$ cat config.mk
export PLATFORM = sky130hd
export DESIGN_NAME = sphere_grid_edge_generator_core_flat
export DESIGN_NICKNAME = d
export VERILOG_FILES = /design/src/hw/rtl/sgeg_pkg.sv /design/src/hw/rtl/sgeg_if.sv /design/src/hw/rtl/sgeg_seq.sv /design/src/hw/rtl/sphere_grid_edge_generator_core.sv /design/src/flat_wrapper.sv
export VERILOG_INCLUDE_DIRS = /design/src /design/src/hw/rtl
export SDC_FILE = /design/constraint.sdc
export NUM_CORES = 1
export LEC_CHECK = 0
export BUFFER_PORTS_ARGS = -buffer_cell sky130_fd_sc_hd__buf_2
export CAP_MARGIN = 20
export CORE_AREA = 2 2 243 125
export DETAILED_ROUTE_END_ITERATION = 10
export DIE_AREA = 0 0 245 127
export PLACE_DENSITY_LB_ADDON = 0.2
export SLEW_MARGIN = 20
export SYNTH_ARGS = -nofsm -noshare
export SYNTH_HDL_FRONTEND = slang
export SYNTH_HIERARCHICAL = 1
export SYNTH_SLANG_ARGS = --single-unit
export TNS_END_PERCENT = 100
$ cat constraint.sdc
create_clock -name clk -period 21.4 [get_ports clk]
set_input_delay 2.14 -clock clk [delete_from_list [all_inputs] [get_ports clk]]
set_output_delay 2.14 -clock clk [all_outputs]
set_load 0.005 [all_outputs]
$ cat src/hw/rtl/sphere_grid_edge_generator_core_macros.svh
// Assertion macros shared by the sphere grid edge generator RTL.
// Expects clk and rst_n in the scope of each use; no other dependencies.
`ifndef SPHERE_GRID_EDGE_GENERATOR_CORE_MACROS_SVH
`define SPHERE_GRID_EDGE_GENERATOR_CORE_MACROS_SVH
`ifndef NO_ASSERTIONS
// Check a consequent in the same cycle as its antecedent
`define SGEG_ASSERT_NOW(lbl, ante, cons, msg) \
  lbl: assert property (@(posedge clk) disable iff (!rst_n) (ante) |-> (cons)) \
    else $error(msg);
// Check a consequent in the cycle after its antecedent
`define SGEG_ASSERT_NEXT(lbl, ante, cons, msg) \
  lbl: assert property (@(posedge clk) disable iff (!rst_n) (ante) |=> (cons)) \
    else $error(msg);
`else
`define SGEG_ASSERT_NOW(lbl, ante, cons, msg)
`define SGEG_ASSERT_NEXT(lbl, ante, cons, msg)
`endif
`endif

$ cat src/hw/rtl/sgeg_pkg.sv
// Types, constants and helpers for the sphere grid edge generator.
// No dependencies; used by the interfaces, the sequencer and the top level.
package sgeg_pkg;

  localparam int unsigned PT_W   = 13;
  localparam int unsigned CNT_W  = 7;
  localparam int unsigned COL_W  = 6;
  localparam int unsigned NUM_W  = 14;
  localparam int unsigned KIND_W = 2;
  localparam int unsigned CFG_IDX_W  = 1;
  localparam int unsigned CFG_DATA_W = 7;

  localparam logic [CNT_W-1:0] MAX_LAT  = 7'd64;
  localparam logic [CNT_W-1:0] MAX_LONG = 7'd64;
  localparam logic [CNT_W-1:0] LAT_RST  = 7'd5;
  localparam logic [CNT_W-1:0] LONG_RST = 7'd8;

  // Derived values for the reset grid
  localparam logic [PT_W-1:0]  SOUTH_RST    = PT_W'(1 + 5 * 8);
  localparam logic [NUM_W-1:0] LAST_IDX_RST = NUM_W'(3 * 5 * 8 - 1);

  // Configuration register indexes
  localparam logic [CFG_IDX_W-1:0] REG_LAT  = 1'd0;
  localparam logic [CFG_IDX_W-1:0] REG_LONG = 1'd1;

  // Edge kind codes
  localparam logic [KIND_W-1:0] KIND_VERT = 2'd0;
  localparam logic [KIND_W-1:0] KIND_HORZ = 2'd1;
  localparam logic [KIND_W-1:0] KIND_DIAG = 2'd2;

  typedef enum logic [1:0] {
    PH_VERT = 2'd0,
    PH_HORZ = 2'd1,
    PH_DIAG = 2'd2
  } phase_t;

  typedef struct packed {
    logic [PT_W-1:0]   point_a;
    logic [PT_W-1:0]   point_b;
    logic [KIND_W-1:0] edge_kind;
    logic [NUM_W-1:0]  edge_number;
    logic              last_edge;
  } edge_t;

  // Control from the top level to the sequencer
  typedef struct packed {
    logic step;
    logic restart;
    logic clear;
  } seq_ctrl_t;

  // Saturate a count register into 1..maxv
  function automatic logic [CNT_W-1:0] clamp_count(input logic [CNT_W-1:0] v,
                                                  input logic [CNT_W-1:0] maxv);
    logic [CNT_W-1:0] r;
    if (v == '0) begin
      r = 7'd1;
    end else if (v > maxv) begin
      r = maxv;
    end else begin
      r = v;
    end
    return r;
  endfunction

endpackage

$ cat src/hw/rtl/sgeg_if.sv
// Valid/ready channel interfaces for the sphere grid edge generator.
// Depends on sgeg_pkg for field widths.
interface sgeg_in_if;
  logic valid;
  logic ready;
  logic restart;

  modport source (output valid, output restart, input ready);
  modport sink   (input valid, input restart, output ready);
endinterface

interface sgeg_out_if;
  logic                             valid;
  logic                             ready;
  logic [sgeg_pkg::PT_W-1:0]        point_a;
  logic [sgeg_pkg::PT_W-1:0]        point_b;
  logic [sgeg_pkg::KIND_W-1:0]      edge_kind;
  logic [sgeg_pkg::NUM_W-1:0]       edge_number;
  logic                             last_edge;

  modport source (output valid, output point_a, output point_b, output edge_kind,
                  output edge_number, output last_edge, input ready);
  modport sink   (input valid, input point_a, input point_b, input edge_kind,
                  input edge_number, input last_edge, output ready);
endinterface

$ cat src/hw/rtl/sgeg_seq.sv
// Edge sequencer: walk state for the grid and the edge it produces next.
// Depends on sgeg_pkg and the assertion macros header.
`include "sphere_grid_edge_generator_core_macros.svh"

module sgeg_seq (
  input  logic                            clk,
  input  logic                            rst_n,
  input  sgeg_pkg::seq_ctrl_t             ctrl,
  input  logic [sgeg_pkg::CNT_W-1:0]      lat_eff,
  input  logic [sgeg_pkg::CNT_W-1:0]      long_eff,
  input  logic [sgeg_pkg::PT_W-1:0]       south,
  input  logic [sgeg_pkg::NUM_W-1:0]      last_idx,
  output sgeg_pkg::edge_t                 res
);

  sgeg_pkg::phase_t                 phase_r, phase_nxt;
  logic [sgeg_pkg::CNT_W-1:0]       outer_r, outer_nxt;
  logic [sgeg_pkg::CNT_W-1:0]       inner_r, inner_nxt;
  logic [sgeg_pkg::PT_W-1:0]        cur_r, cur_nxt;
  logic [sgeg_pkg::COL_W-1:0]       col_r, col_nxt;
  logic [sgeg_pkg::NUM_W-1:0]       edge_cnt_r, edge_cnt_nxt;

  // State as seen by this request, after any restart
  logic                             phase_ok;
  logic                             go_first;
  sgeg_pkg::phase_t                 ph;
  logic [sgeg_pkg::CNT_W-1:0]       outer;
  logic [sgeg_pkg::CNT_W-1:0]       inner;
  logic [sgeg_pkg::PT_W-1:0]        cur;
  logic [sgeg_pkg::COL_W-1:0]       col;
  logic [sgeg_pkg::NUM_W-1:0]       cnt;

  always_comb begin
    phase_ok = (phase_r == sgeg_pkg::PH_VERT) || (phase_r == sgeg_pkg::PH_HORZ) ||
               (phase_r == sgeg_pkg::PH_DIAG);
    go_first = ctrl.restart || !phase_ok;
    ph       = go_first ? sgeg_pkg::PH_VERT : phase_r;
    outer    = go_first ? '0 : outer_r;
    inner    = go_first ? '0 : inner_r;
    cur      = go_first ? '0 : cur_r;
    col      = go_first ? '0 : col_r;
    cnt      = go_first ? '0 : edge_cnt_r;
  end

  // Row base: one shared multiply, ring index times longitude count
  logic [sgeg_pkg::CNT_W-1:0]       mul_sel;
  logic [2*sgeg_pkg::CNT_W-1:0]     prod;
  logic [sgeg_pkg::PT_W-1:0]        row_base;

  always_comb begin
    mul_sel  = (ph == sgeg_pkg::PH_HORZ) ? outer : inner;
    prod     = mul_sel * long_eff;
    row_base = prod[sgeg_pkg::PT_W-1:0] + 13'd1;
  end

  // Edge endpoints and the walk's next position
  logic [sgeg_pkg::CNT_W-1:0]       inner_p1;
  logic [sgeg_pkg::CNT_W-1:0]       outer_p1;
  logic [sgeg_pkg::CNT_W-1:0]       col_p1;
  logic [sgeg_pkg::COL_W-1:0]       ncol;
  logic [sgeg_pkg::PT_W-1:0]        pa, pb;
  logic [sgeg_pkg::KIND_W-1:0]      kind;
  logic                             last;

  always_comb begin
    inner_p1 = inner + 7'd1;
    outer_p1 = outer + 7'd1;
    col_p1   = {1'b0, col} + 7'd1;
    ncol     = (col_p1 >= long_eff) ? '0 : col_p1[sgeg_pkg::COL_W-1:0];
    last     = (cnt >= last_idx);

    phase_nxt    = ph;
    outer_nxt    = outer;
    inner_nxt    = inner_p1;
    cur_nxt      = cur;
    col_nxt      = col;
    pa           = '0;
    pb           = '0;
    kind         = sgeg_pkg::KIND_VERT;

    case (ph)
      sgeg_pkg::PH_VERT: begin
        // Meridian: pole, down each ring, to the other pole
        kind = sgeg_pkg::KIND_VERT;
        pa   = (inner == '0) ? '0 : cur;
        if (inner == lat_eff) begin
          pb = south;
        end else if (inner == '0) begin
          pb = {6'd0, outer_p1};
        end else begin
          pb = cur + {6'd0, long_eff};
        end
        cur_nxt = pb;
        if (inner_p1 > lat_eff) begin
          inner_nxt = '0;
          outer_nxt = outer_p1;
          if (outer_p1 >= long_eff) begin
            outer_nxt = '0;
            phase_nxt = sgeg_pkg::PH_HORZ;
          end
        end
      end
      sgeg_pkg::PH_HORZ: begin
        // Ring: close back on the first point of the ring
        kind = sgeg_pkg::KIND_HORZ;
        pa   = row_base + {6'd0, inner};
        pb   = (inner_p1 >= long_eff) ? row_base : pa + 13'd1;
        if (inner_p1 >= long_eff) begin
          inner_nxt = '0;
          outer_nxt = outer_p1;
          if (outer_p1 >= lat_eff) begin
            outer_nxt = '0;
            col_nxt   = '0;
            phase_nxt = sgeg_pkg::PH_DIAG;
          end
        end
      end
      sgeg_pkg::PH_DIAG: begin
        // Diagonal: one ring down, one column on, wrap the column
        kind    = sgeg_pkg::KIND_DIAG;
        pa      = row_base + {7'd0, col};
        pb      = row_base + {6'd0, long_eff} + {7'd0, ncol};
        col_nxt = ncol;
        if ({1'b0, inner_p1} + 8'd1 >= {1'b0, lat_eff}) begin
          inner_nxt = '0;
          outer_nxt = outer_p1;
          col_nxt   = outer_p1[sgeg_pkg::COL_W-1:0];
        end
      end
      default: begin
        phase_nxt = sgeg_pkg::PH_VERT;
      end
    endcase

    edge_cnt_nxt = cnt + 14'd1;

    res.point_a     = pa;
    res.point_b     = pb;
    res.edge_kind   = kind;
    res.edge_number = cnt;
    res.last_edge   = last;
  end

  // Advance the walk on each request; drop back to the first edge on clear or wrap
  always_ff @(posedge clk) begin
    if (!rst_n || ctrl.clear || (ctrl.step && last)) begin
      phase_r    <= sgeg_pkg::PH_VERT;
      outer_r    <= '0;
      inner_r    <= '0;
      cur_r      <= '0;
      col_r      <= '0;
      edge_cnt_r <= '0;
    end else if (ctrl.step) begin
      phase_r    <= phase_nxt;
      outer_r    <= outer_nxt;
      inner_r    <= inner_nxt;
      cur_r      <= cur_nxt;
      col_r      <= col_nxt;
      edge_cnt_r <= edge_cnt_nxt;
    end
  end

  `SGEG_ASSERT_NEXT(a_last_wraps, ctrl.step && res.last_edge, (edge_cnt_r == '0) && (phase_r == sgeg_pkg::PH_VERT), "walk did not return to the first edge after the last one")
  `SGEG_ASSERT_NEXT(a_count_steps, ctrl.step && !ctrl.clear && !res.last_edge, edge_cnt_r == $past(res.edge_number) + 14'd1, "edge count did not advance by one")
  `SGEG_ASSERT_NOW(a_ring_not_pole, ctrl.step && (res.edge_kind == sgeg_pkg::KIND_HORZ), res.point_a != '0, "ring edge starts at the north pole")

endmodule

$ cat src/hw/rtl/sphere_grid_edge_generator_core.sv
// Sphere grid edge generator top level: config registers, request and result stages.
// Depends on sgeg_pkg, sgeg_if.sv, sgeg_seq and the assertion macros header.
//
// Each request on in_ch yields one edge of a latitude/longitude triangle grid on out_ch:
// first the meridian edges, then the ring edges, then the diagonals, 3*L*N in all, with
// last_edge on the final one; restart=1 begins again at edge 0. While out_ch.ready is
// high the block takes one request per clock and gives one result per clock. A taken
// request is held in the request register until the result register is free, and its
// result is then loaded into the result register. The grid walk sits in one short step
// between the two registers, with a single 7x7 multiply for the ring base. While a
// result waits, the request register holds one more request and then drops in_ch.ready
// until the result is taken. Writing lat_count or long_count (values clamped into 1..64,
// 0 acting as 1) returns the walk to edge 0; write only while no request is in flight.
`include "sphere_grid_edge_generator_core_macros.svh"

module sphere_grid_edge_generator_core (
  input  logic                                clk,
  input  logic                                rst_n,
  sgeg_in_if.sink                             in_ch,
  sgeg_out_if.source                          out_ch,
  input  logic                                cfg_we,
  input  logic [sgeg_pkg::CFG_IDX_W-1:0]      cfg_index,
  input  logic [sgeg_pkg::CFG_DATA_W-1:0]     cfg_wdata
);

  // Configuration registers, held already clamped
  logic [sgeg_pkg::CNT_W-1:0]   lat_r, long_r;
  logic [sgeg_pkg::PT_W-1:0]    south_r;
  logic [sgeg_pkg::NUM_W-1:0]   last_idx_r;
  logic [2*sgeg_pkg::CNT_W-1:0] grid_pts;

  always_ff @(posedge clk) begin
    if (!rst_n) begin
      lat_r  <= sgeg_pkg::LAT_RST;
      long_r <= sgeg_pkg::LONG_RST;
    end else if (cfg_we) begin
      if (cfg_index == sgeg_pkg::REG_LAT) begin
        lat_r <= sgeg_pkg::clamp_count(cfg_wdata, sgeg_pkg::MAX_LAT);
      end
      if (cfg_index == sgeg_pkg::REG_LONG) begin
        long_r <= sgeg_pkg::clamp_count(cfg_wdata, sgeg_pkg::MAX_LONG);
      end
    end
  end

  // South pole index and final edge number follow the grid size
  assign grid_pts = lat_r * long_r;

  always_ff @(posedge clk) begin
    if (!rst_n) begin
      south_r    <= sgeg_pkg::SOUTH_RST;
      last_idx_r <= sgeg_pkg::LAST_IDX_RST;
    end else begin
      south_r    <= grid_pts[sgeg_pkg::PT_W-1:0] + 13'd1;
      last_idx_r <= {grid_pts[sgeg_pkg::PT_W-1:0], 1'b0} + {1'b0, grid_pts[sgeg_pkg::PT_W-1:0]}
                    - 14'd1;
    end
  end

  // Request register
  logic in_valid_r;
  logic in_restart_r;
  logic out_valid_r;
  logic advance;
  logic in_take;

  assign advance      = in_valid_r && (!out_valid_r || out_ch.ready);
  assign in_ch.ready  = !in_valid_r || advance;
  assign in_take      = in_ch.valid && in_ch.ready;

  always_ff @(posedge clk) begin
    if (!rst_n) begin
      in_valid_r <= 1'b0;
    end else if (in_take) begin
      in_valid_r <= 1'b1;
    end else if (advance) begin
      in_valid_r <= 1'b0;
    end
  end

  always_ff @(posedge clk) begin
    if (in_take) begin
      in_restart_r <= in_ch.restart;
    end
  end

  // Grid walk
  sgeg_pkg::seq_ctrl_t ctrl;
  sgeg_pkg::edge_t     step_res;

  assign ctrl.step    = advance;
  assign ctrl.restart = in_restart_r;
  assign ctrl.clear   = cfg_we;

  sgeg_seq u_seq (
    .clk      (clk),
    .rst_n    (rst_n),
    .ctrl     (ctrl),
    .lat_eff  (lat_r),
    .long_eff (long_r),
    .south    (south_r),
    .last_idx (last_idx_r),
    .res      (step_res)
  );

  // Result register
  sgeg_pkg::edge_t out_data_r;

  always_ff @(posedge clk) begin
    if (!rst_n) begin
      out_valid_r <= 1'b0;
    end else if (advance) begin
      out_valid_r <= 1'b1;
    end else if (out_ch.ready) begin
      out_valid_r <= 1'b0;
    end
  end

  always_ff @(posedge clk) begin
    if (advance) begin
      out_data_r <= step_res;
    end
  end

  assign out_ch.valid       = out_valid_r;
  assign out_ch.point_a     = out_data_r.point_a;
  assign out_ch.point_b     = out_data_r.point_b;
  assign out_ch.edge_kind   = out_data_r.edge_kind;
  assign out_ch.edge_number = out_data_r.edge_number;
  assign out_ch.last_edge   = out_data_r.last_edge;

  `SGEG_ASSERT_NEXT(a_req_held, in_valid_r && !advance, in_valid_r && $stable(in_restart_r), "waiting request lost or changed")
  `SGEG_ASSERT_NEXT(a_result_loaded, advance, out_valid_r, "advanced request produced no result")
  `SGEG_ASSERT_NOW(a_no_overwrite, out_valid_r && !out_ch.ready, !advance, "result overwritten while held")

endmodule

$ cat src/flat_wrapper.sv
// flat-port wrapper written by rule: the top's interface ports become plain ports
module sphere_grid_edge_generator_core_flat 
  (clk, rst_n, cfg_we, cfg_index, cfg_wdata, in_ch_valid, in_ch_restart, in_ch_ready, out_ch_valid, out_ch_point_a, out_ch_point_b, out_ch_edge_kind, out_ch_edge_number, out_ch_last_edge, out_ch_ready);
  sgeg_in_if in_ch_i ();
  sgeg_out_if out_ch_i ();
  input  logic clk;
  input  logic rst_n;
  input  logic cfg_we;
  input  logic [sgeg_pkg::CFG_IDX_W-1:0] cfg_index;
  input  logic [sgeg_pkg::CFG_DATA_W-1:0] cfg_wdata;
  input wire logic [$bits(in_ch_i.valid)-1:0] in_ch_valid;
  input wire logic [$bits(in_ch_i.restart)-1:0] in_ch_restart;
  output wire logic [$bits(in_ch_i.ready)-1:0] in_ch_ready;
  output wire logic [$bits(out_ch_i.valid)-1:0] out_ch_valid;
  output wire logic [$bits(out_ch_i.point_a)-1:0] out_ch_point_a;
  output wire logic [$bits(out_ch_i.point_b)-1:0] out_ch_point_b;
  output wire logic [$bits(out_ch_i.edge_kind)-1:0] out_ch_edge_kind;
  output wire logic [$bits(out_ch_i.edge_number)-1:0] out_ch_edge_number;
  output wire logic [$bits(out_ch_i.last_edge)-1:0] out_ch_last_edge;
  input wire logic [$bits(out_ch_i.ready)-1:0] out_ch_ready;
  assign in_ch_i.valid = in_ch_valid;
  assign in_ch_i.restart = in_ch_restart;
  assign in_ch_ready = in_ch_i.ready;
  assign out_ch_valid = out_ch_i.valid;
  assign out_ch_point_a = out_ch_i.point_a;
  assign out_ch_point_b = out_ch_i.point_b;
  assign out_ch_edge_kind = out_ch_i.edge_kind;
  assign out_ch_edge_number = out_ch_i.edge_number;
  assign out_ch_last_edge = out_ch_i.last_edge;
  assign out_ch_i.ready = out_ch_ready;
  sphere_grid_edge_generator_core u_core (.clk(clk), .rst_n(rst_n), .in_ch(in_ch_i), .out_ch(out_ch_i), .cfg_we(cfg_we), .cfg_index(cfg_index), .cfg_wdata(cfg_wdata));
endmodule
Word level (Yosys, flattened, before mapping)
Cells that the tools add are included.
{"block": "totals", "inputBits": 14, "elab_cells": 112, "regBits": 136, "out_inout_bits": 45}
{"block": "op_classes", "bitwise_logic": 1, "mux": 41, "order_cmp": 8, "multipliers": 2, "add_sub_neg": 15, "n_eq_ne": 5, "n_reduce_logical": 22}
{"operator": "7-bit two-way mux", "n": 13}
{"operator": "13-bit two-way mux", "n": 6}
{"operator": "13-bit one-hot mux with 3 select lines", "n": 2}
{"operator": "7-bit one-hot mux with 3 select lines", "n": 2}
{"operator": "13-bit by 1-bit adder with 13-bit output (second input constant)", "n": 3}
{"operator": "13-bit by 7-bit adder with 13-bit output", "n": 3}
{"operator": "6-bit two-way mux", "n": 5}
{"operator": "7-bit greater-or-equal comparator", "n": 4}
{"operator": "13-bit by 6-bit adder with 13-bit output", "n": 2}
{"operator": "7-bit by 7-bit multiplier with 13-bit output", "n": 2}
{"operator": "14-bit by 1-bit adder with 14-bit output (second input constant)", "n": 1}
{"operator": "14-bit by 13-bit adder with 14-bit output", "n": 1}
{"operator": "7-bit by 1-bit adder with 7-bit output (second input constant)", "n": 2}
{"operator": "14-bit greater-or-equal comparator", "n": 1}
{"operator": "7-bit zero test", "n": 2}
{"operator": "14-bit two-way mux", "n": 1}
{"operator": "14-bit by 1-bit subtractor with 14-bit output (second input constant)", "n": 1}
{"operator": "6-bit one-hot mux with 2 select lines", "n": 1}
{"operator": "2-bit two-way mux", "n": 5}
{"operator": "7-bit by 1-bit adder with 8-bit output (second input constant)", "n": 1}
{"operator": "8-bit by 7-bit greater-or-equal comparator with 1-bit output", "n": 1}
{"operator": "6-bit by 1-bit adder with 7-bit output (second input constant)", "n": 1}
{"operator": "7-bit == test", "n": 1}
{"operator": "7-bit greater-than comparator", "n": 1}
{"operator": "other kinds (13)", "n": 32}

Depth between registers and ports, before layout
Gate-level depths: netlist of the first run.
{"block": "depth", "ltp_word": 14, "ltp_mapped": 31, "ltp_nobuf": 27}

By module
The synthesis of the first run kept the hierarchy.
{"mod": "sgeg_seq", "cells_each": 1186, "seq_area_each_um2": 980.9, "area_per_inst_um2": 8979.9, "instances": 1}
{"mod": "sphere_grid_edge_generator_core", "cells_each": 496, "seq_area_each_um2": 2162.1, "area_per_inst_um2": 5326.4, "instances": 1}

Least setup slack after synthesis of the first run
Ideal clock, no wire load.
{"block": "synth_timing", "kind": "reg-to-reg", "from": "reg u_core.in_restart_r", "to": "reg u_core.out_data_r, in the netlist u_core/out_ch.point_b[12], data pin", "path_stages_with_launch": 30, "required_time_ns": 21.131, "slack_ns": 13.995, "n_path_buf": 4, "setup_time_ns": 0.269, "t_arrival_ns": 7.136, "period_less_slack_ns": 7.405, "path_cell_list": "edfxtp_1 -> a21oi_2 -> clkbuf_1 -> clkbuf_1 -> nand2_1 -> inv_1 -> ha_1 -> buf_2 -> buf_1 -> mux2i_1 -> nor3_1 -> fa_1 -> inv_1 -> fa_1 -> inv_1 -> fa_1 -> inv_1 -> fa_1 -> inv_1 -> ha_1 -> xor2_1 -> ha_1 -> o21a_1 -> o2bb2ai_1 -> o21bai_1 -> or3_4 -> or3b_1 -> a211oi_2 -> xnor2_1 -> o22ai_1"}
{"item": "start, declared", "line": "sphere_grid_edge_generator_core.sv:62", "source": "logic in_restart_r;"}
{"item": "start signal, assigned", "line": "sphere_grid_edge_generator_core.sv:83", "source": "in_restart_r <= in_ch.restart;"}
{"item": "end signal, assigned", "line": "sphere_grid_edge_generator_core.sv:121", "source": "out_data_r <= step_res;"}
{"item": "end, declared", "line": "sphere_grid_edge_generator_core.sv:107", "source": "sgeg_pkg::edge_t out_data_r;"}

==> results by group, run 1 <==
Outcome
  – Status: finished with violations
  – Failing checks: DRC

STA
  – Hold WS: around 0.49 ns
  – Pins Over Slew Limit: 0
  – RSZ-0062 raised after global routing: no
  – Fin crit period: about 8.4 ns
  – Final hold vios: 0
  – Setup Viol. Count Final: 0
  – Final period utilization: roughly two fifths
  – Clk_skew: 0.01186 ns
  – Setup TNS: 0 ns
  – Fmax: 0.1184 GHz
  – Worst slew pin tran: about 1.1 ns
  – Max-slew headroom: between 20 and 30%

Layout
  – Nets: 1976
  – Commonest non-fill, non-tap cell in the layout: ha_1
  – Inserted Diodes: 0
  – Layout overhead on the synthesized area: 8.125%
  – Most frequent cells in the layout: ha_1, inv_1, nand2_1, nor2_1, and2_1
  – Util after Layout: between 50% and 60%
  – Ratio of cells with drive above 1 in the final layout: 8.628%

Setup path
  – Max FO, Critical Path: 28
  – Crit start category: flip-flop
  – CP endpoint kind: flip-flop
  – Critical path type: flip-flop to flip-flop
  – Required time of the critical path: between 20 and 25 ns
  – Arr. time, crit path: 8.62 ns
  – Worst Reg-to-Reg Cells: 26

Detailed routing
  – Drt wl/cell: 19.28 um
  – Residual DRC count: 1
  – DRT Pass-1 Iters: 10
  – Post-DRT Antenna Nets: 0
  – Drt via density: 5.872
  – WL final: slightly above 40000 um
  – Initial DRC Count: around 1400
  – Vias: around 12000

Global route
  – Tot GR Track Use: a little over a quarter
  – Initial antenna violation count: 0
  – Largest net degree at the start of global routing: 68
  – Total global routing overflow: 0
  – Global-route wire length before repair: 65290 um
  – Vias in the first global route: roughly 12000

Place
  – IO buf count: just under 60
  – Placed wire-length estimate: 31150 um
  – Final GP Congestion: between 0.9 and 1

Run
  – Number of max-cap violations: 0

Logic synthesis
  – Post-synthesis mux area share: under 10%
  – Unique masters post-synth: 97
  – EDFF count, synth: 44
  – Synth Flop Type: dfxtp_1
  – Synth Area in Simple Gates: around a fifth
  – YS warnings: 6
  – Syn Nets: 1944
  – Largest family of logic cells by synthesized area: adder cells
  – Sequential element share of the synthesized area: between 20% and 30%
  – Syn Inst Count: roughly 1700
  – Post-Synthesis Cell Area: ~0.014 mm2
  – Synth Area in Compound Gates: ~18%
  – Synth Area in XOR/XNOR: 7.696%
  – Mapped Avg Cell Area: ~8.5 um2
  – Adder-Cell Fraction of Synth Area: between 20% and 30%
  – #FFs+latches synth: ~140
  – Asr flop ratio synth: 0%

Power and ir drop
  – Peak VDD IR: slightly below 0.00006 V
  – Leakage Power: roughly 7 nW
  – Power per cell area: roughly 45 mW/mm2

Clock tree
  – Worst-Skew Late Latency: 0.44 ns
  – Sinks on Clock Net: approximately 140
  – CTS resizes: 0
  – Post-CTS Hold Buffers: 0
  – TritonCTS Buffers: 17
  – Post-CTS Setup Inserts: 0
  – Max Root-Sink Buffers: 2
  – CTS tree: yes
  – Clk slew on worst S/H paths: around 0.060 ns
  – H-tree levels: 4
  – Root buffer cell: clkbuf_16

Floorplan
  – Core footprint: between 0.02 and 0.03 mm2
  – Io pins: slightly below 60
  – Num rows: 44
  – DIE WIDTH: around 250 um
  – Die Y: approximately 130 um
  – DIE AREA: between 0.03 and 0.04 mm2
  – Starting density of the core: between 40% and 50%

Worst hold path
  – HP Class: flip-flop to flip-flop
  – Worst hold stages: 2
cell type report:
type                    instances  area (um2)
clock inverters                13       96.34
clock buffers                  19       432.9
well taps                     391       489.2
multi-input cells            1312       10250
fillers                      2653       13320
flip-flops and latches        135        3143
inverters                     175       656.9
repair buffers                 73       402.9
worst paths after layout:
check                                      startpoint                  endpoint  slack (ns)
worst max-delay path              u_core/in_restart_r  u_core/out_ch.point_b[7]       12.95
worst min-delay path            u_core/u_seq/cur_r[1]     u_core/u_seq/cur_r[1]        0.49
worst max register to register    u_core/in_restart_r  u_core/out_ch.point_b[7]       12.95
worst min register to register  u_core/u_seq/cur_r[1]     u_core/u_seq/cur_r[1]        0.49
metrics by stage:
step | cells | area, um2 | worst slack [ns] | total power, mW
after floorplan | 1682 | 14310 | 13.99 | 0.3946
after global placement | 2086 | 14940 | 13.39 | 0.4257
after detailed placement | 2086 | 14940 | 13.12 | 0.4306
after CTS | 2118 | 15470 | 13.07 | 0.7014
after global routing | 2118 | 15470 | 12.47 | 0.7316
final | 2118 | 15470 | 12.95 | 0.6978
report_power, final:
| part | switching [mW] | leakage [nW] | total, mW | internal (mW) |
|---|---|---|---|---|
| Combinational | 0.0844 | 5.55 | 0.140 | 0.0560 |
| Clock | 0.122 | 0.248 | 0.271 | 0.149 |
| Sequential | 0.00791 | 1.15 | 0.286 | 0.279 |
| Total | 0.215 | 6.95 | 0.698 | 0.483 |
synthesized netlist by cell type (all sizes together) (8+ instances only):
master	number	area, um2
nand4	19	118.9
buf	20	98.84
and2	93	581.8
nand2b	18	112.6
o211ai	18	158.9
nand2	152	573.1
nand3	35	180.2
and3	16	101.4
a211oi	21	185.2
xnor2	79	759.5
ha	193	2415
o21ai	54	285.3
edfxtp	44	1321
o21a	17	130.1
a22oi	23	172.7
a21oi	84	435.4
mux2i	16	160.2
nor2	129	484.2
a221oi	12	111.4
a31oi	13	81.33
nor3	37	185.2
dfxtp	91	1822
a222oi	11	110.1
xor2	39	341.6
a21o	39	292.8
nor3b	8	60.06
inv	173	649.4
fa	55	1101
clkbuf	39	166.4
nor2b	27	176.4
kinds of logic after synthesis:
group,count (synthesis)
muxes,18
buffers and inverters,235
adders and majority gates,248
DFF,135
AOI/OAI and AO/OA,350
xor gates and xnor gates,118
and+or+nand+nor,578
registers in the layout, indices dropped and copies added (netlist names), 2 cells and up:
register / flops
u_core/out_ch.edge_number: 14
u_core/u_seq/edge_cnt_r: 14
u_core/last_idx_r: 13
u_core/out_ch.point_a: 13
u_core/out_ch.point_b: 13
u_core/south_r: 13
u_core/u_seq/cur_r: 13
u_core/lat_r: 7
u_core/long_r: 7
u_core/u_seq/inner_r: 7
u_core/u_seq/outer_r: 7
u_core/u_seq/col_r: 6
u_core/out_ch.edge_kind: 2
u_core/u_seq/phase_r: 2
worst max-delay path, cell delays in order (launching register included):
cell and delay, ns:
edfxtp_1 0.45, a21oi_4 0.54, buf_4 0.41, nand2_1 0.22, inv_1 0.13, ha_1 0.51, mux2i_1 0.51, nor3_1 0.12
fa_1 0.51, ha_1 0.30, inv_1 0.05, fa_1 0.50, fa_1 0.55, inv_1 0.04, ha_1 0.36, o211ai_1 0.20
o21ai_0 0.25, xor2_1 0.42, ha_1 0.35, o21a_1 0.15, a211oi_1 0.52, nand4_1 0.24, xnor2_1 0.17, nor2b_1 0.18
xnor2_1 0.09, a221oi_1 0.30, nor2_1 0.06
per-layer routing:
layer | track usage [%] | share of wire, % | wire [um]
met2 | 41.81 | 44 | 17980
met4 | 9.182 | 2.1 | 866
met1 | 36.37 | 46 | 18760
met3 | 5.210 | 7.9 | 3232
met5 | 0 | 0 | 0
(Power assumes the default switching activity.)
==> run 2: changes to the inputs <==
--- a/config.mk
+++ b/config.mk
@@ -6,11 +6,12 @@
 export SDC_FILE = /design/constraint.sdc
 export NUM_CORES = 1
 export LEC_CHECK = 0
+export ABC_AREA = 1
 export BUFFER_PORTS_ARGS = -buffer_cell sky130_fd_sc_hd__buf_2
 export CAP_MARGIN = 20
-export CORE_AREA = 2 2 243 125
+export CORE_AREA = 2 2 251 129
 export DETAILED_ROUTE_END_ITERATION = 10
-export DIE_AREA = 0 0 245 127
+export DIE_AREA = 0 0 253 131
 export PLACE_DENSITY_LB_ADDON = 0.2
 export SLEW_MARGIN = 20
 export SYNTH_ARGS = -nofsm -noshare
==> constraint.sdc (replaced) <==
create_clock -name clk -period 8.2 [get_ports clk]
set_input_delay 0.82 -clock clk [delete_from_list [all_inputs] [get_ports clk]]
set_output_delay 0.82 -clock clk [all_outputs]
set_load 0.005 [all_outputs]
==> run 2 against run 1 <==
  * Synthesized area increased by 7.4%
  * First-iteration DRC count increased by 29%
  * Largest cell class unchanged
  * The flow now finishes without violations
  * Sequential cell count unchanged
  * Non-clock buffer count rose by 10
==> results by group, run 2 <==
Setup path
  – Arr. time, crit path: just under 8 ns
  – Max FO, Critical Path: 19
  – Slowest CP cell: fa_1
  – Most common cell on crit path: nand2_1
  – Required time of the critical path: around 8.4 ns
  – Critical path type: flip-flop to flip-flop
  – Cell family with most CP delay: adder cells
  – Crit start category: flip-flop
  – Worst path max stage delay: 0.55 ns
  – CP Buf/Inv Count: 8
  – CP endpoint kind: flip-flop

STA
  – Worst slew pin tran: roughly 0.96 ns
  – Pins Over Slew Limit: 0
  – Fin crit period: roughly 7.5 ns
  – Final hold vios: 0
  – Final period utilization: between 90% and 100%
  – Max-slew headroom: 35.62%
  – Fmax: around 0.13 GHz
  – Setup TNS: 0 ns
  – Setup Viol. Count Final: 0
  – RSZ-0062 raised after global routing: no
  – Clk_skew: roughly 0.012 ns

Place
  – IO buf count: 58
  – Final GP Congestion: 1.015
  – Placed wire-length estimate: about 43000 um

Clock tree
  – Root buffer cell: clkbuf_16
  – Sinks on Clock Net: around 140
  – H-tree levels: 4
  – Max Root-Sink Buffers: 2
  – CTS tree: yes
  – Post-CTS Hold Buffers: 0
  – TritonCTS Buffers: 17
  – Clk slew on worst S/H paths: approximately 0.070 ns
  – CTS resizes: 0
  – Post-CTS Setup Inserts: 0
  – Worst-Skew Late Latency: approximately 0.45 ns

Power and ir drop
  – Power per cell area: between 100 and 150 mW/mm2
  – Leakage Power: between 8 and 9 nW
  – Peak VDD IR: about 0.00015 V

Logic synthesis
  – Post-synth top cells: nand2_1, inv_1, nor2_1
  – Sequential element share of the synthesized area: 20.45%
  – Post-Synthesis Cell Area: 0.01537 mm2
  – Most common cell in the netlist: nand2_1
  – #FFs+latches synth: 135
  – Synth Flop Type: dfxtp_1
  – Mapped Avg Cell Area: between 6 and 7 um2
  – Post-synth top area cell: ha_1
  – EDFF count, synth: between 40 and 50
  – YS warnings: 6
  – Synth area leaders: ha_1, nand2_1, dfxtp_1
  – Syn Nets: about 2500
  – Top cell type's share of synthesized area: 15.71%
  – Syn Inst Count: 2286
  – Unique masters post-synth: 60
  – Asr flop ratio synth: 0%

Worst hold path
  – HP Class: flip-flop to flip-flop

Detailed routing
  – DRT Pass-1 Iters: 5
  – Initial DRC Count: around 1800
  – WL final: 53930 um
  – Drt via density: roughly 5.6
  – Drt wl/cell: 19.59 um
  – Vias: approximately 15000
  – Residual DRC count: 0
  – Post-DRT Antenna Nets: 0

Global route
  – Tot GR Track Use: between 30% and 40%
  – Initial antenna violation count: 1
  – Global routing usage on met2: 41.60%
  – Total global routing overflow: 0
  – Largest net degree at the start of global routing: around 60
  – Global-route wire length before repair: between 80000 and 90000 um
  – M3 GR Usage: 11.77%
  – Most Crowded Layer GR: met1
  – Vias in the first global route: roughly 14000
  – M1 GR Usage: roughly 53%

Layout
  – Commonest non-fill, non-tap cell in the layout: nand2_1
  – Area of the multi-input gates: between 0.01 and 0.015 mm2
  – FF/Latch Area: 0.003143 mm2
  – Util after Layout: a little over half
  – Most frequent cells in the layout: nand2_1, inv_1, nor2_1, ha_1, nand3_1
  – Nets: 2594
  – Layout overhead on the synthesized area: 8.792%
  – Fillers: around 3100
  – Inserted Diodes: 0
  – Ratio of cells with drive above 1 in the final layout: under 10%

Floorplan
  – Starting density of the core: 49.45%
  – Die Y: between 100 and 150 um
  – Num rows: 46
  – DIE WIDTH: 253 um
  – Io pins: around 60
  – DIE AREA: ~0.033 mm2
  – Core footprint: 0.03108 mm2

Outcome
  – Status: finished, final reports clean

Run
  – Number of max-cap violations: 0
-- run 2: cell type report --
| type | instances | area share, % |
|---|---|---|
| flip-flops and latches | 135 | 18.80 |
| inverters | 424 | 9.623 |
| clock inverters | 13 | 0.9354 |
| clock buffers | 19 | 2.716 |
| multi-input cells | 1671 | 62.02 |
| well taps | 408 | 3.053 |
| repair buffers | 83 | 2.858 |
-- run 2: cell families (layout without fill, tap and decap cells) --
kind of cell | Yosys count | after routing | share of synthesized area, %
buf+inv | 480 | 539 | 12.15
flops | 135 | 135 | 20.45
fa+ha+maj | 248 | 248 | 22.88
xor+xnor | 37 | 37 | 2.206
simple gates | 1074 | 1074 | 30.79
compound gates | 312 | 312 | 11.53
-- run 2: path summary, 6_finish.rpt --
check | from | end | slack, ns | cells after the start
worst min register to register | u_core/u_seq/cur_r[0] | u_core/u_seq/cur_r[0] | 0.48 | 2
worst min-delay path | u_core/u_seq/cur_r[0] | u_core/u_seq/cur_r[0] | 0.48 | 2
worst max register to register | u_core/in_restart_r | u_core/out_ch.point_b[10] | 0.65 | 35
worst max-delay path | u_core/in_restart_r | u_core/out_ch.point_b[10] | 0.65 | 35
-- run 2: tightest hold or removal path, stage by stage, from the launching register on --
cell,delay [ns]
dfxtp_1,0.31
nor2_1,0.08
a311oi_1,0.05
-- run 2: report_power, final --
part	switching [mW]	total [mW]	internal [mW]
clock	0.347	0.822	0.475
sequential	0.0342	0.773	0.738
combinational	0.477	0.710	0.234
total	0.858	2.30	1.45
-- run 2: layer usage --
layer	part of all wire [%]	vias up
met5	0.024	-
met4	0.87	2
met3	13	40
met2	35	775
met1	50	7077
li1	-	7420
-- run 2: through the flow --
step                      hold slack (ns)  power (mW)  instance area (um2)  setup WS [ns]  std cells
after detailed placement           0.4704       1.472                16110         0.6325       2721
final                              0.4821       2.305                16720         0.6536       2753
after CTS                          0.4793       2.296                16720         0.6435       2753
after global placement             0.4579       1.464                16110         0.8757       2721
after floorplan                    0.4454       1.262                15370          1.285       2286
after global routing               0.5073       2.425                16720        0.02330       2753
==> run 3: changes to the inputs <==
--- a/config.mk
+++ b/config.mk
@@ -13,6 +13,7 @@
 export DETAILED_ROUTE_END_ITERATION = 10
 export DIE_AREA = 0 0 253 131
 export PLACE_DENSITY_LB_ADDON = 0.2
+export RECOVER_POWER = 50
 export SLEW_MARGIN = 20
 export SYNTH_ARGS = -nofsm -noshare
 export SYNTH_HDL_FRONTEND = slang
==> constraint.sdc (replaced) <==
create_clock -name clk -period 8.26 [get_ports clk]
set_input_delay 0.826 -clock clk [delete_from_list [all_inputs] [get_ports clk]]
set_output_delay 0.826 -clock clk [all_outputs]
set_load 0.005 [all_outputs]
==> run 3 against run 2 <==
  * The flow now finishes with violations (capacitance limit, slew limit)
  * Worst hold slack worse by 0.013 ns
  * Fmax is 0.74% lower
  * Power is 2.8% lower
  * Critical endpoint is now u_core/out_ch.point_b[11]
  * Die area stayed put
  * Non-clock buffer count is 3 lower
  * Largest power group unchanged
  * Sequential power is 1% lower
  * Global-route usage is 0.36 points lower
  * Count of clock-buffer cells in the layout is 2 lower
==> results by group, run 3 (synthesis results as in run 2) <==
Outcome
  – Status: finished with violations
  – Failing checks: capacitance limit, slew limit

Power and ir drop
  – Sequential share of power: 34.1%
  – Leakage Power: between 8 and 9 nW
  – Internal Power: ~1.4 mW
  – Logic gate share of total power: 31.3%
  – Clock share of power: between 30% and 40%
  – Peak VDD IR: 0.0001516 V
  – Power per cell area: ~130 mW/mm2
  – Sw Ratio: 39.03%
  – Sw power: between 0.8 and 0.9 mW

Clock tree
  – Root buffer cell: clkbuf_16
  – H-tree levels: 4
  – TritonCTS Buffers: 17
  – Max Root-Sink Buffers: 2
  – CTS tree: yes
  – Sinks on Clock Net: between 100 and 150
  – Post-CTS Hold Buffers: 0
  – Worst-Skew Late Latency: between 0.4 and 0.5 ns
  – Clk slew on worst S/H paths: 0.07 ns

Setup path
  – FF-to-FF setup slack: between 0.6 and 0.7 ns
  – Required time of the critical path: approximately 8.5 ns
  – Cell family with most CP delay: adder cells
  – Most common cell on crit path: nand2_1
  – Arr. time, crit path: roughly 7.8 ns
  – Slowest CP cell: o21ai_0
  – Crit path depth: 37
  – Max FO, Critical Path: 19
  – Worst path max stage delay: about 0.6 ns
  – CP endpoint kind: flip-flop
  – RR Startpoint: u_core/in_restart_r
  – Worst Reg-to-Reg Cells: 37
  – Critical path type: flip-flop to flip-flop
  – Crit start category: flip-flop
  – RR Endpoint: u_core/out_ch.point_b[11]
  – CP Buf/Inv Count: 11

STA
  – Fin crit period: approximately 7.6 ns
  – Setup Viol. Count Final: 0
  – RSZ-0062 raised after global routing: no
  – Pins Over Slew Limit: ~120
  – Setup TNS: 0 ns
  – Clk_skew: 0.01301 ns
  – Final period utilization: 92.05%
  – Worst slew pin tran: a little over 2 ns
  – Slack of the critical path: 0.6570 ns
  – Final hold vios: 0
  – Max-slew headroom: -34.91%
  – Fmax: approximately 0.13 GHz

Floorplan
  – DIE WIDTH: between 200 and 300 um
  – Starting density of the core: between 40% and 50%
  – Die Y: ~130 um
  – Io pins: between 50 and 60
  – Core footprint: ~0.031 mm2
  – DIE AREA: between 0.03 and 0.04 mm2
  – Num rows: 46

Global route
  – Total global routing overflow: 0
  – Initial antenna violation count: 0
  – Global-route wire length before repair: 81320 um
  – Vias in the first global route: roughly 14000
  – Largest net degree at the start of global routing: 47
  – Tot GR Track Use: 32.77%

Layout
  – Post-route insts no fill: about 2800
  – FF/Latch Area: 0.003143 mm2
  – Nets: 2591
  – Most frequent cells in the layout: nand2_1, inv_1, nor2_1, ha_1, nand3_1
  – Layout overhead on the synthesized area: 8.002%
  – Inserted Diodes: 0
  – Area of the multi-input gates: roughly 0.010 mm2
  – Ratio of cells with drive above 1 in the final layout: between 7 and 8%
  – Fillers: between 3000 and 4000
  – Commonest non-fill, non-tap cell in the layout: nand2_1

Place
  – Placed wire-length estimate: 42710 um
  – Placed cells: roughly 2700
  – Final GP Congestion: between 0.9 and 1
  – Setup slack at placement: 0.7347 ns
  – IO buf count: 58

Detailed routing
  – DRT Pass-1 Iters: 9
  – Initial DRC Count: 2124
  – Drt wl/cell: a little under 20 um
  – WL final: between 50000 and 60000 um
  – Vias: 15380
  – Post-DRT Antenna Nets: 0
  – Residual DRC count: 0
  – Drt via density: 5.594

Worst hold path
  – Worst hold stages: 2
  – Min-delay src: u_core/u_seq/cur_r[12]
  – HP Class: flip-flop to flip-flop
  – Worst Hold Path EP: u_core/u_seq/cur_r[12]

Run
  – Number of max-cap violations: 4
run 3: cell types whose count changed in the layout (fill, tap and decap cells not counted), sizes merged:
cell,previous run,this run
buf,83,44
bufinv,2,0
clkbuf,19,53
clkinv,12,13
inv,422,425
run 3: worst reg2reg max path, delay by kind of cell, from the launching register on:
family,cells,cell delay (ns)
adders and majority gates,7,2.93
buffers and inverters,11,1.15
DFF,1,0.37
and+or+nand+nor,16,1.50
xor gates and xnor gates,1,0.47
AOI/OAI and AO/OA,2,0.93
run 3: power by group through the flow:
stage               Combinational (mW)  Sequential (mW)  Clock (mW)
finish                           0.701            0.765       0.774
global route                     0.791            0.768       0.814
CTS                              0.686            0.764       0.787
detailed placement               0.681            0.778           0
global placement                 0.668            0.779           0
floorplan                        0.490            0.763           0
run 3: what timing repair did:
item	in CTS	in global routing
setup buffers	0	0
endpoints found under the setup margin	0	1
gates resized for setup	0	1
run 3: how the worst max path moves through the flow:
stage	from	endpoint	slack, ns
after floorplan	u_core/in_restart_r	u_core/out_ch.point_b[12]	1.34
after global placement	u_core/in_restart_r	u_core/out_ch.point_b[11]	0.95
after detailed placement	u_core/in_restart_r	u_core/out_ch.point_b[11]	0.73
after CTS	u_core/in_restart_r	u_core/out_ch.point_b[11]	0.74
after global routing	u_core/in_restart_r	u_core/out_ch.point_b[11]	0.1
final	u_core/in_restart_r	u_core/out_ch.point_b[11]	0.66
run 3: cell type report:
| class | instances | area share, % |
|---|---|---|
| clock inverters | 15 | 0.9497 |
| inverters | 424 | 9.693 |
| well taps | 408 | 3.075 |
| clock buffers | 17 | 2.563 |
| flip-flops and latches | 135 | 18.93 |
| repair buffers | 80 | 2.427 |
| multi-input cells | 1671 | 62.36 |
run 3: metrics by stage:
| stage | power (mW) | util, % | hold WS (ns) | area, um2 |
|---|---|---|---|---|
| after floorplan | 1.253 | - | 0.4454 | 15370 |
| final | 2.240 | 53.41 | 0.4695 | 16600 |
| after global routing | 2.373 | 53.41 | 0.4896 | 16600 |
| after detailed placement | 1.460 | 51.76 | 0.4649 | 16090 |
| after CTS | 2.237 | 53.64 | 0.4757 | 16670 |
| after global placement | 1.448 | 51.76 | 0.4549 | 16090 |
run 3: per-layer routing:
metal / routed length [um] / vias up / global-route usage, %
li1: - / 7398 / -
met1: 27180 / 7180 / 51.88
met2: 18840 / 759 / 41.95
met3: 6671 / 47 / 10.64
met4: 613 / 0 / 5.534
met5: 0 / - / 0
